$ cat config.mk
export PLATFORM = sky130hd
export DESIGN_NAME = led_matrix_row_scanner
export DESIGN_NICKNAME = d
export VERILOG_FILES = /design/src/hdl/lmrs_pkg.sv /design/src/hdl/lmrs_frame.sv /design/src/hdl/lmrs_scan.sv /design/src/hdl/lmrs_obuf.sv /design/src/hdl/led_matrix_row_scanner.sv
export SDC_FILE = /design/constraint.sdc
export NUM_CORES = 2
export LEC_CHECK = 0
export BUFFER_PORTS_ARGS = -buffer_cell sky130_fd_sc_hd__clkbuf_2
export CAP_MARGIN = 20
export CORE_ASPECT_RATIO = 0.9
export CORE_MARGIN = 1.5
export CORE_UTILIZATION = 44
export CTS_CLUSTER_DIAMETER = 150
export DETAILED_ROUTE_END_ITERATION = 12
export GPL_TIMING_DRIVEN = 0
export PLACE_DENSITY_LB_ADDON = 0.3
export SLEW_MARGIN = 20
export SYNTH_ARGS = -nofsm -noshare
export SYNTH_HDL_FRONTEND = slang
export SYNTH_SLANG_ARGS = --single-unit
export TNS_END_PERCENT = 100
$ cat constraint.sdc
create_clock -name clk_i -period 6.3 [get_ports clk_i]
set_input_delay 0.63 -clock clk_i [delete_from_list [all_inputs] [get_ports clk_i]]
set_output_delay 0.63 -clock clk_i [all_outputs]
set_load 0.01 [all_outputs]
$ cat src/hdl/lmrs_pkg.sv
// Package with the shared types and constants of the LED matrix row scanner.
`default_nettype none
package lmrs_pkg;

  localparam int unsigned ROW_COUNT_DEFAULT   = 25;
  localparam int unsigned COLUMN_BITS_DEFAULT = 32;

  localparam int unsigned DWELL_W     = 16;
  localparam int unsigned CFG_INDEX_W = 1;
  localparam int unsigned CFG_DATA_W  = 16;
  localparam int unsigned SEL_W       = 8;

  localparam logic [DWELL_W-1:0] DWELL_TICKS_RESET = 16'd750;
  localparam logic               SCAN_ENABLE_RESET = 1'b1;

  localparam logic [SEL_W-1:0] SEL_SPLIT_ROW = 8'd16;
  localparam logic [SEL_W-1:0] SEL_HIGH_BASE = 8'd15;
  localparam int unsigned      SEL_HIGH_SHIFT = 4;

  localparam logic [1:0] ACT_TICK  = 2'd0;
  localparam logic [1:0] ACT_WRITE = 2'd1;
  localparam logic [1:0] ACT_CLEAR = 2'd2;

  localparam logic [CFG_INDEX_W-1:0] CFG_DWELL_TICKS = 1'd0;
  localparam logic [CFG_INDEX_W-1:0] CFG_SCAN_ENABLE = 1'd1;

  typedef enum logic [2:0] {
    PH_SHIFT_LIT,
    PH_SELECT,
    PH_LATCH_HI,
    PH_LATCH_LO,
    PH_DWELL,
    PH_SHIFT_BLANK,
    PH_BLANK_LATCH,
    PH_DESELECT
  } phase_e;

  typedef struct packed {
    logic [1:0] action;
    logic [4:0] column;
    logic [4:0] row_index;
    logic       pixel_value;
  } req_t;

  typedef struct packed {
    logic             serial_data;
    logic             shift_clock;
    logic             latch_strobe;
    logic [SEL_W-1:0] row_select;
  } rsp_t;

endpackage
`default_nettype wire

$ cat src/hdl/lmrs_frame.sv
// Frame store of pixel rows with single pixel writes and a clear of the whole frame.
`default_nettype none
module lmrs_frame #(
  parameter int unsigned ROW_COUNT   = lmrs_pkg::ROW_COUNT_DEFAULT,
  parameter int unsigned COLUMN_BITS = lmrs_pkg::COLUMN_BITS_DEFAULT,
  localparam int unsigned RowW = (ROW_COUNT > 1) ? $clog2(ROW_COUNT) : 1
) (
  input  wire logic                   clk_i,
  input  wire logic                   rst_ni,
  input  wire logic                   wr_en_i,
  input  wire logic                   clr_en_i,
  input  wire logic [4:0]             wr_row_i,
  input  wire logic [4:0]             wr_col_i,
  input  wire logic                   wr_val_i,
  input  wire logic [RowW-1:0]        rd_row_i,
  output logic      [COLUMN_BITS-1:0] rd_word_o
);
  import lmrs_pkg::*;

  logic [COLUMN_BITS-1:0] store_q [ROW_COUNT];
  logic [COLUMN_BITS-1:0] store_d [ROW_COUNT];

  always_comb begin
    for (int r = 0; r < ROW_COUNT; r++) begin
      store_d[r] = store_q[r];
      if (clr_en_i) begin
        store_d[r] = '0;
      end else if (wr_en_i && (wr_row_i == 5'(r))) begin
        for (int c = 0; c < COLUMN_BITS; c++) begin
          if (wr_col_i == 5'(c)) begin
            store_d[r][c] = wr_val_i;
          end
        end
      end
    end
  end

  always_ff @(posedge clk_i or negedge rst_ni) begin
    if (!rst_ni) begin
      for (int r = 0; r < ROW_COUNT; r++) begin
        store_q[r] <= '0;
      end
    end else begin
      for (int r = 0; r < ROW_COUNT; r++) begin
        store_q[r] <= store_d[r];
      end
    end
  end

  assign rd_word_o = store_q[rd_row_i];

endmodule
`default_nettype wire

$ cat src/hdl/lmrs_scan.sv
// Row scan sequencer that drives the shift, latch and row-select pin levels.
`default_nettype none
module lmrs_scan #(
  parameter int unsigned ROW_COUNT   = lmrs_pkg::ROW_COUNT_DEFAULT,
  parameter int unsigned COLUMN_BITS = lmrs_pkg::COLUMN_BITS_DEFAULT,
  localparam int unsigned RowW = (ROW_COUNT > 1) ? $clog2(ROW_COUNT) : 1
) (
  input  wire logic                          clk_i,
  input  wire logic                          rst_ni,
  input  wire logic                          tick_i,
  input  wire logic [lmrs_pkg::DWELL_W-1:0]  dwell_ticks_i,
  input  wire logic [COLUMN_BITS-1:0]        row_word_i,
  output logic      [RowW-1:0]               row_o,
  output lmrs_pkg::rsp_t                     pins_o
);
  import lmrs_pkg::*;

  localparam int unsigned BitW = $clog2(COLUMN_BITS);
  localparam logic [BitW-1:0] LastBit = BitW'(COLUMN_BITS - 1);
  localparam logic [RowW-1:0] LastRow = RowW'(ROW_COUNT - 1);

  phase_e             phase_q, phase_d;
  logic [RowW-1:0]    row_q, row_d;
  logic [BitW-1:0]    bit_q, bit_d;
  logic [DWELL_W-1:0] dwell_q, dwell_d;
  rsp_t               pins_q, pins_d;

  logic [BitW-1:0]    bit_idx;
  logic               shift_bit;
  logic [SEL_W-1:0]   row_num;
  logic [SEL_W-1:0]   row_code;
  logic [DWELL_W-1:0] dwell_inc;

  assign bit_idx   = LastBit - bit_q;
  assign shift_bit = (phase_q == PH_SHIFT_LIT) ? row_word_i[bit_idx] : 1'b0;
  assign row_num   = SEL_W'(row_q) + SEL_W'(1);
  assign row_code  = (row_num < SEL_SPLIT_ROW) ? row_num
                                               : ((row_num - SEL_HIGH_BASE) << SEL_HIGH_SHIFT);
  assign dwell_inc = dwell_q + DWELL_W'(1);

  always_ff @(posedge clk_i or negedge rst_ni) begin
    if (!rst_ni) begin
      phase_q <= PH_SHIFT_LIT;
      row_q   <= '0;
      bit_q   <= '0;
      dwell_q <= '0;
      pins_q  <= '0;
    end else begin
      phase_q <= phase_d;
      row_q   <= row_d;
      bit_q   <= bit_d;
      dwell_q <= dwell_d;
      pins_q  <= pins_d;
    end
  end

  always_comb begin
    phase_d = phase_q;
    row_d   = row_q;
    bit_d   = bit_q;
    dwell_d = dwell_q;
    pins_d  = pins_q;
    if (tick_i) begin
      unique case (phase_q)
        PH_SHIFT_LIT, PH_SHIFT_BLANK: begin
          if (!pins_q.shift_clock) begin
            pins_d.serial_data = shift_bit;
            pins_d.shift_clock = 1'b1;
          end else begin
            pins_d.shift_clock = 1'b0;
            if (bit_q == LastBit) begin
              bit_d   = '0;
              phase_d = (phase_q == PH_SHIFT_LIT) ? PH_SELECT : PH_BLANK_LATCH;
            end else begin
              bit_d = bit_q + BitW'(1);
            end
          end
        end
        PH_SELECT: begin
          pins_d.row_select = row_code;
          phase_d           = PH_LATCH_HI;
        end
        PH_LATCH_HI: begin
          pins_d.latch_strobe = 1'b1;
          phase_d             = PH_LATCH_LO;
        end
        PH_LATCH_LO: begin
          pins_d.latch_strobe = 1'b0;
          dwell_d             = '0;
          phase_d             = (dwell_ticks_i == '0) ? PH_SHIFT_BLANK : PH_DWELL;
        end
        PH_DWELL: begin
          if (dwell_inc >= dwell_ticks_i) begin
            dwell_d = '0;
            phase_d = PH_SHIFT_BLANK;
          end else begin
            dwell_d = dwell_inc;
          end
        end
        PH_BLANK_LATCH: begin
          if (!pins_q.latch_strobe) begin
            pins_d.latch_strobe = 1'b1;
          end else begin
            pins_d.latch_strobe = 1'b0;
            phase_d             = PH_DESELECT;
          end
        end
        PH_DESELECT: begin
          pins_d.row_select = '0;
          row_d             = (row_q == LastRow) ? '0 : row_q + RowW'(1);
          phase_d           = PH_SHIFT_LIT;
        end
        default: begin
          phase_d = PH_SHIFT_LIT;
        end
      endcase
    end
  end

  assign row_o  = row_q;
  assign pins_o = pins_d;

endmodule
`default_nettype wire

$ cat src/hdl/lmrs_obuf.sv
// Two-entry output buffer that keeps the input side moving while the receiver stalls.
`default_nettype none
module lmrs_obuf (
  input  wire logic           clk_i,
  input  wire logic           rst_ni,
  input  wire logic           push_i,
  input  wire lmrs_pkg::rsp_t push_data_i,
  output logic                full_o,
  output logic                out_valid_o,
  input  wire logic           out_ready_i,
  output lmrs_pkg::rsp_t      out_rsp_o
);
  import lmrs_pkg::*;

  rsp_t out_q, skid_q;
  logic out_valid_q, skid_valid_q;
  logic pop;

  assign pop = out_valid_q && out_ready_i;

  always_ff @(posedge clk_i or negedge rst_ni) begin
    if (!rst_ni) begin
      out_valid_q  <= 1'b0;
      skid_valid_q <= 1'b0;
    end else if (skid_valid_q) begin
      if (pop) begin
        skid_valid_q <= 1'b0;
      end
    end else if (push_i) begin
      if (!out_valid_q || pop) begin
        out_valid_q <= 1'b1;
      end else begin
        skid_valid_q <= 1'b1;
      end
    end else if (pop) begin
      out_valid_q <= 1'b0;
    end
  end

  always_ff @(posedge clk_i) begin
    if (skid_valid_q) begin
      if (pop) begin
        out_q <= skid_q;
      end
    end else if (push_i) begin
      if (!out_valid_q || pop) begin
        out_q <= push_data_i;
      end else begin
        skid_q <= push_data_i;
      end
    end
  end

  assign full_o      = skid_valid_q;
  assign out_valid_o = out_valid_q;
  assign out_rsp_o   = out_q;

endmodule
`default_nettype wire

$ cat src/hdl/led_matrix_row_scanner.sv
// Top level of the LED matrix row scanner.
//
// Each input request is a tick, a pixel write or a frame clear. Every request
// produces exactly one response holding the pin levels after that request.
// Pixel writes and clears update the frame store and repeat the current pins;
// a tick advances the scan sequencer by one pin update while scanning is on.
// A request is processed in the cycle it is accepted and its response is
// registered in the output buffer. One request per clock is sustained while
// the output buffer is not full. A two-entry output buffer decouples the
// sides: input ready stays high while the receiver stalls until both entries
// hold responses. Configuration writes take effect at the next edge.
// Reset clears the frame store, the scan state and all pins, sets the dwell
// to 750 ticks and enables scanning.
`default_nettype none
module led_matrix_row_scanner #(
  parameter int unsigned ROW_COUNT   = lmrs_pkg::ROW_COUNT_DEFAULT,
  parameter int unsigned COLUMN_BITS = lmrs_pkg::COLUMN_BITS_DEFAULT
) (
  input  wire logic                              clk_i,
  input  wire logic                              rst_ni,
  input  wire logic                              cfg_we_i,
  input  wire logic [lmrs_pkg::CFG_INDEX_W-1:0]  cfg_index_i,
  input  wire logic [lmrs_pkg::CFG_DATA_W-1:0]   cfg_wdata_i,
  input  wire logic                              in_valid_i,
  output logic                                   in_ready_o,
  input  wire lmrs_pkg::req_t                    in_req_i,
  output logic                                   out_valid_o,
  input  wire logic                              out_ready_i,
  output lmrs_pkg::rsp_t                         out_rsp_o
);
  import lmrs_pkg::*;

  localparam int unsigned RowW = (ROW_COUNT > 1) ? $clog2(ROW_COUNT) : 1;

  logic [DWELL_W-1:0]     dwell_ticks_q;
  logic                   scan_enable_q;
  logic                   accept;
  logic                   full;
  logic [RowW-1:0]        scan_row;
  logic [COLUMN_BITS-1:0] row_word;
  logic                   wr_ok;
  rsp_t                   pins;

  always_ff @(posedge clk_i or negedge rst_ni) begin
    if (!rst_ni) begin
      dwell_ticks_q <= DWELL_TICKS_RESET;
      scan_enable_q <= SCAN_ENABLE_RESET;
    end else if (cfg_we_i) begin
      unique case (cfg_index_i)
        CFG_DWELL_TICKS: dwell_ticks_q <= cfg_wdata_i[DWELL_W-1:0];
        CFG_SCAN_ENABLE: scan_enable_q <= cfg_wdata_i[0];
        default: ;
      endcase
    end
  end

  assign in_ready_o = !full;
  assign accept     = in_valid_i && !full;
  assign wr_ok      = ({1'b0, in_req_i.column} < 6'(COLUMN_BITS))
                   && ({1'b0, in_req_i.row_index} < 6'(ROW_COUNT));

  lmrs_frame #(
    .ROW_COUNT   (ROW_COUNT),
    .COLUMN_BITS (COLUMN_BITS)
  ) u_frame (
    .clk_i     (clk_i),
    .rst_ni    (rst_ni),
    .wr_en_i   (accept && (in_req_i.action == ACT_WRITE) && wr_ok),
    .clr_en_i  (accept && (in_req_i.action == ACT_CLEAR)),
    .wr_row_i  (in_req_i.row_index),
    .wr_col_i  (in_req_i.column),
    .wr_val_i  (in_req_i.pixel_value),
    .rd_row_i  (scan_row),
    .rd_word_o (row_word)
  );

  lmrs_scan #(
    .ROW_COUNT   (ROW_COUNT),
    .COLUMN_BITS (COLUMN_BITS)
  ) u_scan (
    .clk_i         (clk_i),
    .rst_ni        (rst_ni),
    .tick_i        (accept && (in_req_i.action == ACT_TICK) && scan_enable_q),
    .dwell_ticks_i (dwell_ticks_q),
    .row_word_i    (row_word),
    .row_o         (scan_row),
    .pins_o        (pins)
  );

  lmrs_obuf u_obuf (
    .clk_i       (clk_i),
    .rst_ni      (rst_ni),
    .push_i      (accept),
    .push_data_i (pins),
    .full_o      (full),
    .out_valid_o (out_valid_o),
    .out_ready_i (out_ready_i),
    .out_rsp_o   (out_rsp_o)
  );

endmodule
`default_nettype wire
# Yosys cells after proc, flatten, opt, wreduce, memory -nomap -nowiden
# Index checks and enable logic that the tools add are counted.
[totals]
register_bits = 881
input_bits = 35
out_inout_bits = 13
wordCells = 1936
[classes]
add_sub_neg = 6
order_cmp = 5
n_eq_ne = 72
n_mux = 118
bitwise_logic = 4
n_reduce_logical = 911
[op_table]
columns = ["cell", "count"]
rows = [
  ["$mux W32", 52],
  ["$reduce_and A2 Y1", 804],
  ["$bmux W32 S5", 1],
  ["$eq A5 B5 Y1 const B", 27],
  ["$reduce_bool A2 Y1", 61],
  ["$eq A5 B4 Y1 const B", 16],
  ["$mux W11", 5],
  ["$mux W1", 45],
  ["$eq A5 B3 Y1 const B", 8],
  ["$logic_and A1 B1 Y1", 32],
  ["$pmux W16 S2", 1],
  ["$pmux W3 S7", 1],
  ["$eq A5 B2 Y1 const B", 4],
  ["$add A16 B1 Y16 const B", 1],
  ["$ge A16 B16 Y1", 1],
  ["$logic_not A16 Y1", 1],
  ["$mux W16", 1],
  ["$pmux W8 S2", 1],
  ["$mux W3", 5],
  ["$eq A3 B3 Y1 const B", 4],
  ["$reduce_and A3 Y1", 4],
  ["$add A5 B1 Y5 const B", 2],
  ["$eq A5 B1 Y1 const B", 2],
  ["$logic_not A5 Y1", 2],
  ["26 further kinds", 35],
]

# Longest topological paths before layout
[logic_depth]
depth_word = 13
ltp_mapped = 17
mapped_depth_nobuf = 15

# Cells and area by module
# Synthesis repeated with hierarchy kept, for this count alone.
[hier_totals]
cells_unflattened = 4063
hier_area_um2 = 43670.6
[modules_own_cells]
columns = ["mod", "n_inst", "cells_per_inst", "area_per_inst_um2", "seq_area_each_um2"]
rows = [
  ["lmrs_frame", 1, 3641, 38867.3, 20019.2],
  ["lmrs_scan", 1, 331, 3095.5, 1001.0],
  ["lmrs_obuf", 1, 46, 944.7, 710.7],
  ["led_matrix_row_scanner", 1, 45, 763.2, 435.4],
]

# Worst setup path before layout
# No wires, ideal clock.
[synth_path]
kind = "flip-flop to flip-flop"
start = "register u_scan.dwell_q[0]"
end = "register u_scan.dwell_q[0]"
setup_time_ps = 65
arrival_ps = 3411
required_ps = 6235
slack_ps = 2824
stages_incl_launch_ff = 18
path_buffers = 2
synth_period_minus_slack_ps = 3476
path_cell_list = "dfrtp_1 > ha_1 > nand3_1 > nor2_1 > and3_1 > clkbuf_1 > nand3_1 > xnor2_1 > ha_1 > a21o_1 > a21o_1 > a21oi_1 > nor2_1 > a2111oi_0 > o41ai_1 > clkbuf_1 > nor2_1 > mux2_2"
[synth_via]
elab_chain_cells = 4
[synth_lines]
columns = ["element", "line_no", "text"]
rows = [
  ["start: declaration", "lmrs_scan.sv:25", "logic [DWELL_W-1:0] dwell_q, dwell_d;"],
  ["start signal: assignment", "lmrs_scan.sv:52", "dwell_q <= dwell_d;"],
  ["$add A16 B1 Y16 *", "lmrs_scan.sv:39", "assign dwell_inc = dwell_q + DWELL_W'(1);"],
  ["$ge A16 B16 Y1", "lmrs_scan.sv:93", "if (dwell_inc >= dwell_ticks_i) begin"],
  ["$mux W16 *", "lmrs_scan.sv:93", ""],
  ["$pmux W16 S2 *", "lmrs_scan.sv:64", "unique case (phase_q)"],
]
# Mark *: on every way between the ends. The rest lies on a longest branch, timed or not.
# A chain may end at the register's enable or synchronous reset.

==> metrics.csv <==
stage,metric,value,unit
status,status,"complete, no violations",
placed_design,place_area,45300,sq um
synth,syn_inst,3930,
floorplan,io_pins,48,
route,routed_wl,190,mm
global_routing,use_met2,50.6,%
synth,yosysWarningCount,0,
synth,synthesis.nets,3993,
clocking,cts_root_buf,clkbuf_16,
cells_and_area,fin_area,48400,sq um
synth,synth_top_family_by_area,compound AO/OA/AOI/OAI gates,
critical_path,reg2reg_depth,12,
floorplan,die-area,99600,sq um
clocking,cts_tree,built,
critical_path,cp_slowest_cell,clkbuf_1,
cells_and_area,multi_input_area,18800,sq um
cells_and_area,nNetsFinal,4146,
global_routing,grt_use_met3,17.7,%
global_routing,grt-ovfl-total,0,
placed_design,dpl.hpwl,136,mm
floorplan,die_x,333,um
route,drc,0,
timing,finalMaxSlewViolations,0,
floorplan,core,96600,sq um
critical_path,critPathBufInv,4,
cells_and_area,final_core_util,50.1,%
critical_path,worstPathArrival,5880,ps
global_routing,grt_busiest_layer,met2,
global_routing,grt_max_degree,89,
clocking,postCtsHoldBufs,1,
critical_path,path_cells,"buf_2, buf_1, buf_6, clkbuf_1, nand2_1, o221ai_1, a31oi_1, a22oi_1, o221ai_1, o211ai_2, nand2b_1, mux2_4",
synth,syn-cell-area,43000,sq um
synth,synth-xor-area-share,0.367,%
flow_run,cap_viol_max_count,0,
floorplan,die_h,300,um
placed_design,io_buffer_count,43,
route,antenna_left,0,
synth,synth-compound-area-share,27.9,%
synth,ys_async_sr_fraction,97.5,%
critical_path,cp_num_cells,12,
route,avgRoutedWirePerCell,35.0,um
placed_design,gp_congestion,1.06,
power_and_ir_drop,p_per_area,399,nW/um^2
timing,finalSetupTns,0,ps
critical_path,path_max_fanout,10,
critical_path,cp_top_family,buffers and inverters,
global_routing,grt_pass1_wl,270,mm
synth,yosys.area_share.simple,3.20,%
timing,hold_viol_final,0,
placed_design,pre_cts_ws,1330,ps
timing,relSlewSlack,12.2,%
route,routed_via_density,7.12,
floorplan,row_count,108,
clocking,clk_pin_slew,60,ps
synth,yosysSeqAreaShare,51.5,%
critical_path,cp_common_cell,o221ai_1,
timing,setup_ws,843,ps
timing,finalCriticalPeriod,5460,ps
clocking,post_cts_resized,0,
floorplan,start_util,44.5,%
synth,synth.distinct_cells,71,
synth,syn_area_per_cell,10.9,sq um
cells_and_area,final_cell_mix,"o21ai_0 (867), dfrtp_1 (851), o31ai_1 (806)",
clocking,cts.path.max_buffers,3,
global_routing,use_met1,48.6,%
power_and_ir_drop,vdd_drop_max,0.252,mV
global_routing,track_usage,37.6,%
synth,ys.flop_type,dfrtp_1,
power_and_ir_drop,leakage,19.2,nW
cells_and_area,drive_above_1_share,11.8,%
timing,rsz0062_at_grt,no,
clocking,cts_buffers,92,
synth,synth_edf_count,22,
critical_path,crit_type,flop to flop,
synth,ys_ff_latch,881,
synth,yosys.area_share.adder,0.814,%
clocking,cts_sinks,881,
timing,clock.fmax,183,MHz
timing,worst_pin_slew,1320,ps
global_routing,antenna_found_initial,11,
min_path,hold_depth,3,
route,first_pass_iters,9,
clocking,postCtsSetupRepairBufs,0,
global_routing,grt_pass1_vias,36900,
power_and_ir_drop,power,19.3,mW
cells_and_area,nFillCells,8754,
critical_path,startpoint_type,flop,
cells_and_area,layout_commonest_cell,o21ai_0,
clocking,clock_latency,730,ps
clocking,h-tree-depth,3,
timing,setup_violations,0,
cells_and_area,area_growth,12.5,%
timing,fin_worst_skew,68.5,ps
min_path,hold_path_class,primary input to flop,
timing,timing.final.crit_share,86.6,%
route,drt_iter0_markers,5994,
synth,synthMuxAreaShare,11.2,%
critical_path,worst_setup_path_end_kind,flop,
cells_and_area,ff_latch_area,22200,sq um
critical_path,max_stage_delay,810,ps
critical_path,crit_required,6720,ps
route,vias,38600,
==> worst min-delay path: cells and delay by family <==
| family | cells | cell delay, ps |
|---|---|---|
| buf+inv | 1 | 70 |
| simple gates | 1 | 40 |
| compound gates | 1 | 60 |
==> cell type report <==
type                            instances  share of cell area, %
Clock buffer                          140                   5.73
Tap cell                             1265                   3.27
Inverter                               30                  0.233
Timing Repair Buffer                   59                   1.23
Sequential cell                       881                   45.8
Antenna cell                            6                 0.0310
Multi-Input combinational cell       2513                   38.8
Buffer                                506                   4.27
Clock inverter                         29                  0.638
==> path summary, 6_finish.rpt <==
check / slack [ps] / to / startpoint
setup / recovery: 840 / u_obuf.out_rsp_o[10] / u_scan.row_o[2]
hold / removal: 180 / dwell_ticks_q[12] / cfg_wdata_i[12]
setup reg to reg: 840 / u_obuf.out_rsp_o[10] / u_scan.row_o[2]
hold reg to reg: 510 / u_frame.store_q[276] / u_frame.store_q[276]
max in group asynchronous: 3990 / u_frame.store_q[339] / rst_ni
min in group asynchronous: 490 / u_frame.store_q[70] / rst_ni
==> cell usage after synthesis (4+ instances only) <==
cell type	number	area share (%)
a21o_1	10	0.17
xnor2_1	8	0.16
mux4_2	166	8.7
o21ai_0	867	10
mux2_2	23	0.60
a311oi_1	4	0.081
nand4_1	7	0.10
a22oi_1	24	0.42
nor3b_1	5	0.087
mux2i_1	80	1.9
ha_1	28	0.81
xor2_1	10	0.20
nor2b_1	22	0.32
buf_1	14	0.12
buf_2	20	0.23
a221oi_1	16	0.33
o31ai_1	806	14
a31oi_1	26	0.38
nand2_1	117	1.0
nand3_1	26	0.30
nor4_1	6	0.087
buf_4	15	0.26
o221ai_1	7	0.14
a22o_1	11	0.22
o22ai_1	17	0.25
a21oi_1	95	1.1
inv_1	30	0.26
nor2_1	43	0.38
and2_1	7	0.10
nand2b_1	6	0.087
clkbuf_1	451	3.9
dfrtp_1	851	50
dfstp_2	8	0.49
edfxtp_1	22	1.5
nor3_1	13	0.15
and3_1	16	0.23
buf_6	4	0.10
==> cell families (layout without fill, tap and decap cells) <==
| family | count (synthesis) | after routing |
|---|---|---|
| other | 0 | 6 |
| XOR/XNOR | 18 | 18 |
| AO/OA/AOI/OAI | 1913 | 1913 |
| adder cells (fa/ha/maj) | 28 | 28 |
| multiplexers | 270 | 270 |
| flip-flops | 881 | 881 |
| buffers and inverters | 536 | 764 |
| AND/OR/NAND/NOR | 284 | 284 |
==> power by group <==
part	internal (mW)	total [mW]	leakage (nW)	switching, mW
Combinational	1.96	5.27	5.99	3.32
Sequential	7.44	8.39	11.7	0.948
Clock	3.17	5.67	1.52	2.49
Total	12.6	19.3	19.2	6.76
==> through the flow <==
| step | instances | hold slack [ps] |
|---|---|---|
| floorplan | 3930 | 334 |
| global placement | 5238 | 484 |
| detailed placement | 5253 | 492 |
| CTS | 5423 | 164 |
| global route | 5425 | 192 |
| finish | 5429 | 177 |
==> state kept, by name, indices dropped and copies added (netlist names) <==
register	flops
dwell_ticks_q	16
scan_enable_q	1
u_frame.store_q	800
u_obuf.full_o	1
u_obuf.out_rsp_o	11
u_obuf.out_valid_o	1
u_obuf.skid_q	11
u_scan.bit_q	5
u_scan.dwell_q	16
u_scan.phase_q	3
u_scan.pins_q	11
u_scan.row_o	5
==> metal layers <==
metal / share of wire, % / up-vias
met5: 0.099 / -
met4: 7.3 / 18
met3: 16 / 637
met2: 40 / 3082
met1: 37 / 19400
li1: - / 15500
Power figures use the tool's default switching activity.
